<file path="src/rtl/core/bpa_ram.sv">
module bpa_ram #(
  parameter int unsigned Width = 8,
  parameter int unsigned Depth = 16
) (
  input  logic                     clk_i,
  input  logic                     we_i,
  input  logic [$clog2(Depth)-1:0] waddr_i,
  input  logic [Width-1:0]         wdata_i,
  input  logic [$clog2(Depth)-1:0] raddr_i,
  output logic [Width-1:0]         rdata_o
);

  logic [Width-1:0] mem_q [Depth];

  always_ff @(posedge clk_i) begin
    if (we_i) begin
      mem_q[waddr_i] <= wdata_i;
    end
    rdata_o <= mem_q[raddr_i];
  end

endmodule

</file>
<file path="config.mk">
export PLATFORM = sky130hd
export DESIGN_NAME = bpa_ram
export DESIGN_NICKNAME = d
export VERILOG_FILES = /design/src/rtl/core/bpa_ram.sv
export SDC_FILE = /design/constraint.sdc
export NUM_CORES = 1
export LEC_CHECK = 0
export CORE_UTILIZATION = 65
export DETAILED_ROUTE_END_ITERATION = 10
export DONT_BUFFER_PORTS = 1
export PLACE_DENSITY = 0.89
export SYNTH_ARGS = -nofsm -noshare
export SYNTH_HDL_FRONTEND = slang
export SYNTH_SLANG_ARGS = --single-unit
</file>
<file path="constraint.sdc">
create_clock -name clk_i -period 3.4 [get_ports clk_i]
set_clock_uncertainty 0.1 [all_clocks]
set_input_delay 0.51 -clock clk_i [delete_from_list [all_inputs] [get_ports clk_i]]
set_output_delay 0.51 -clock clk_i [all_outputs]
set_load 0.02 [all_outputs]
</file>
# Yosys cells after proc, flatten, opt, wreduce, memory -nomap -nowiden
# Memories as Yosys holds them, arrays and structs flattened. A register that Yosys moved wholly into a read port is not among the register bits.
# Index checks and enable logic that the tools add are counted.
totals:
  register_bits: 0
  ram_bits: 128
  input_bits: 18
  output_inout_bits: 8
  wordCells: 3
  mem_count: 1
memory_table:
  columns: ["name", "words", "word_bits", "read_ports", "rd_clocked_by_memory_dff", "write_ports", "line", "rtl"]
  rows:
  - ["mem_q", 16, 8, 1, 1, 1, "13", "logic [Width-1:0] mem_q [Depth];"]
op_classes:
  muxes: 2
ops:
  columns: ["op", "n"]
  rows:
  - ["two-way mux 1 bit", 2]

# Depth between registers and ports, before layout
logic_depth:
  depth_word: 2
  ltp_mapped: 5
  ltp_nobuf: 3

# Worst setup path before layout
# Ideal clock, no wire load.
synth_path:
  path_kind: "input to register"
  start: "input waddr_i[2]"
  end: "memory mem_q[0][0] (enable)"
  setup_ns: 0.383
  t_arrival_ns: 1.620
  required_time_ns: 2.917
  slack_ns: 1.297
  path_stages: 2
  n_path_buf: 0
  cell_sequence: "or3b_2 -> nor3_1"
synth_rtl:
  columns: ["element", "line", "rtl"]
  rows:
  - ["from (decl)", "7", "input logic [$clog2(Depth)-1:0] waddr_i,"]
  - ["to (decl)", "13", null]
# Straight into the memory's write port.

==> out/qor.yml <==
global_routing:
  grt_pass1_vias: 2549
  grt_first_pass_wirelength_um: 15200
  grt_max_degree: 33
  track_usage_pct: 27.4
  antenna_found_initial: 0
  grt_overflow: 0
placed_design:
  dpl.hpwl_um: 5530
  place.port_buffers: 0
  gp_congestion: 0.796
  place_ws_ps: 1360
logic_synthesis:
  ys_ff_latch: 136
  ys.warnings.count: 0
  synth_cell_type_count: 19
  synth_seq_area_share_pct: 77.8
  syn_inst: 229
  avgSynthCellArea_um2: 22.5
  syn_area_um2: 5150
  syn_nets: 247
timing:
  setup_viol: 0
  tightestPinTransition_ps: 951
  finalHoldViolations: 0
  timing.final.crit_share_pct: 46.8
  tns_ps: 0
  drv_slew: 0
  maxSlewHeadroom_pct: 36.4
  setup_slack_ps: 1810
  finalCriticalPeriod_ps: 1590
  fmax_mhz: 628
  rsz0062_at_grt: "no"
clocking:
  cts_sinks: 136
  cts_max_path_buffers: 2
  insertion_delay_ps: 520
  cts_tree: "done"
  postCtsSetupBuffers: 0
  hold_buffers: 8
  clkSlewWorstSetupHoldPaths_ps: 60
  htree_levels: 4
  clockRootBuffer: "clkbuf_8"
  cts_resized: 0
  cts_buffers: 17
power_and_ir_drop:
  power-per-cell-area_nw_per_um2: 658
  seqPwrFrac_pct: 49.0
  p_int_mw: 3.12
  pwr-share-clk_pct: 47.6
  ir_drop_v: 0.000586
  power_frac_comb_pct: 3.3
  swShare_pct: 19.7
  p_leak_nw: 1.94
  power_switching_mw: 0.765
die:
  die_w_um: 91.0
  core_area_um2: 7690
  die_area_um2: 8280
  num_rows: 32
  pin_count: 26
  start_util_pct: 67.0
  dieHeight_um: 91.0
cells_and_area:
  layout_commonest_cell: "edfxtp_1"
  fill_cells: 415
  antenna_cells: 0
  drive_above_1_share_pct: 20.2
  area_growth_pct: 14.6
  final_cell_mix: "128 x edfxtp_1, 18 x mux4_2, 16 x a22oi_1, 16 x clkbuf_16, 14 x mux4_1"
  fin_nets: 268
run_status:
  status: "complete, no violations"
routing:
  viasPerCell: 6.58
  wl_per_cell_um: 27.6
  drt-total-wl_um: 10100
  ant_nets: 0
  drc: 0
  dr.pass1.iters: 6
  vias: 2403
  drt_iter0_markers: 317
setup_path:
  r2r_setup_slack_ps: 1810
  cp_data_arrival_time_ps: 1890
  end_kind: "flip-flop"
  crit_type: "reg2reg"
  startpoint_type: "flip-flop"
  path_max_fanout: 1
  required_ps: 3700
run:
  cap_violations: 0
hold_path:
  min_path_type: "in2reg"
==> through the flow <==
stage	utilization, %	instance area (um^2)	instances	hold slack, ps	power [mW]
after global routing	76.7	5900	365	191	3.99
after floorplan	-	5150	229	509	2.03
after CTS	76.7	5900	365	158	3.90
final	76.7	5900	365	185	3.88
after detailed placement	67.9	5220	325	509	2.03
after global placement	67.9	5220	325	510	2.03
==> synthesized netlist by cell type (all sizes together) <==
| cell type | number | area share (%) |
|---|---|---|
| dfxtp | 8 | 3.1 |
| nand2b | 2 | 0.24 |
| nor3 | 4 | 0.39 |
| edfxtp | 128 | 75 |
| nand2 | 9 | 0.66 |
| a22oi | 16 | 2.3 |
| nor2b | 1 | 0.12 |
| buf | 7 | 1.1 |
| mux4 | 32 | 15 |
| and2 | 1 | 0.12 |
| clkdlybuf4s25 | 3 | 0.58 |
| nor2 | 13 | 0.95 |
| and2b | 1 | 0.15 |
| nand3b | 2 | 0.29 |
| or3b | 1 | 0.17 |
| nand3 | 1 | 0.097 |
==> power groups by stage <==
| stage | clock (mW) | sequential [mW] | combinational (mW) |
|---|---|---|---|
| after floorplan | 0 | 1.93 | 0.0951 |
| after global placement | 0 | 1.93 | 0.0948 |
| after detailed placement | 0 | 1.94 | 0.0980 |
| after CTS | 1.87 | 1.90 | 0.129 |
| after global routing | 1.95 | 1.91 | 0.138 |
| final | 1.85 | 1.90 | 0.130 |
==> layout make-up <==
cell class | instances | area, um^2 | area share, %
well taps | 102 | 128 | 2.16
clock inverters | 14 | 181 | 3.08
flip-flops and latches | 136 | 4000 | 67.9
multi-input cells | 83 | 1060 | 17.9
clock buffers | 18 | 418 | 7.09
repair buffers | 12 | 110 | 1.87
==> worst max-delay path, stage by stage, from the launching register on <==
cell and delay, ps:
edfxtp_1 430, mux4_2 530, a22oi_1 300, nand2_1 110
==> path summary, 6_finish.rpt <==
path / from / endpoint / depth (start not counted)
setup / recovery: mem_q[2][4] / rdata_o[4] / 3
hold / removal: raddr_i[1] / rdata_o[3] / 3
hold reg to reg: mem_q[15][3] / rdata_o[3] / 3
setup reg to reg: mem_q[2][4] / rdata_o[4] / 3
==> logic make-up (layout without fill, tap and decap cells) <==
kind of cell    after synthesis  count (layout)  share of synthesized area [%]
flops                       136             136                           77.8
simple gates                 35              35                           3.18
mux                          32              32                           15.0
compound gates               16              16                           2.33
buf+inv                      10              44                           1.68
==> metal layers <==
metal | wire, um | part of all wire (%) | GRT usage (%)
met5 | 0 | 0 | 0
met4 | 323 | 3.2 | 14.0
met3 | 953 | 9.5 | 8.38
met2 | 4860 | 48 | 41.0
met1 | 3930 | 39 | 37.3
==> registers in the layout, summed over array words and instances (netlist names) <==
| register | cells |
|---|---|
| rdata_o | 8 |
| mem_q | 128 |
No activity file was read; power rests on OpenSTA's default activity.
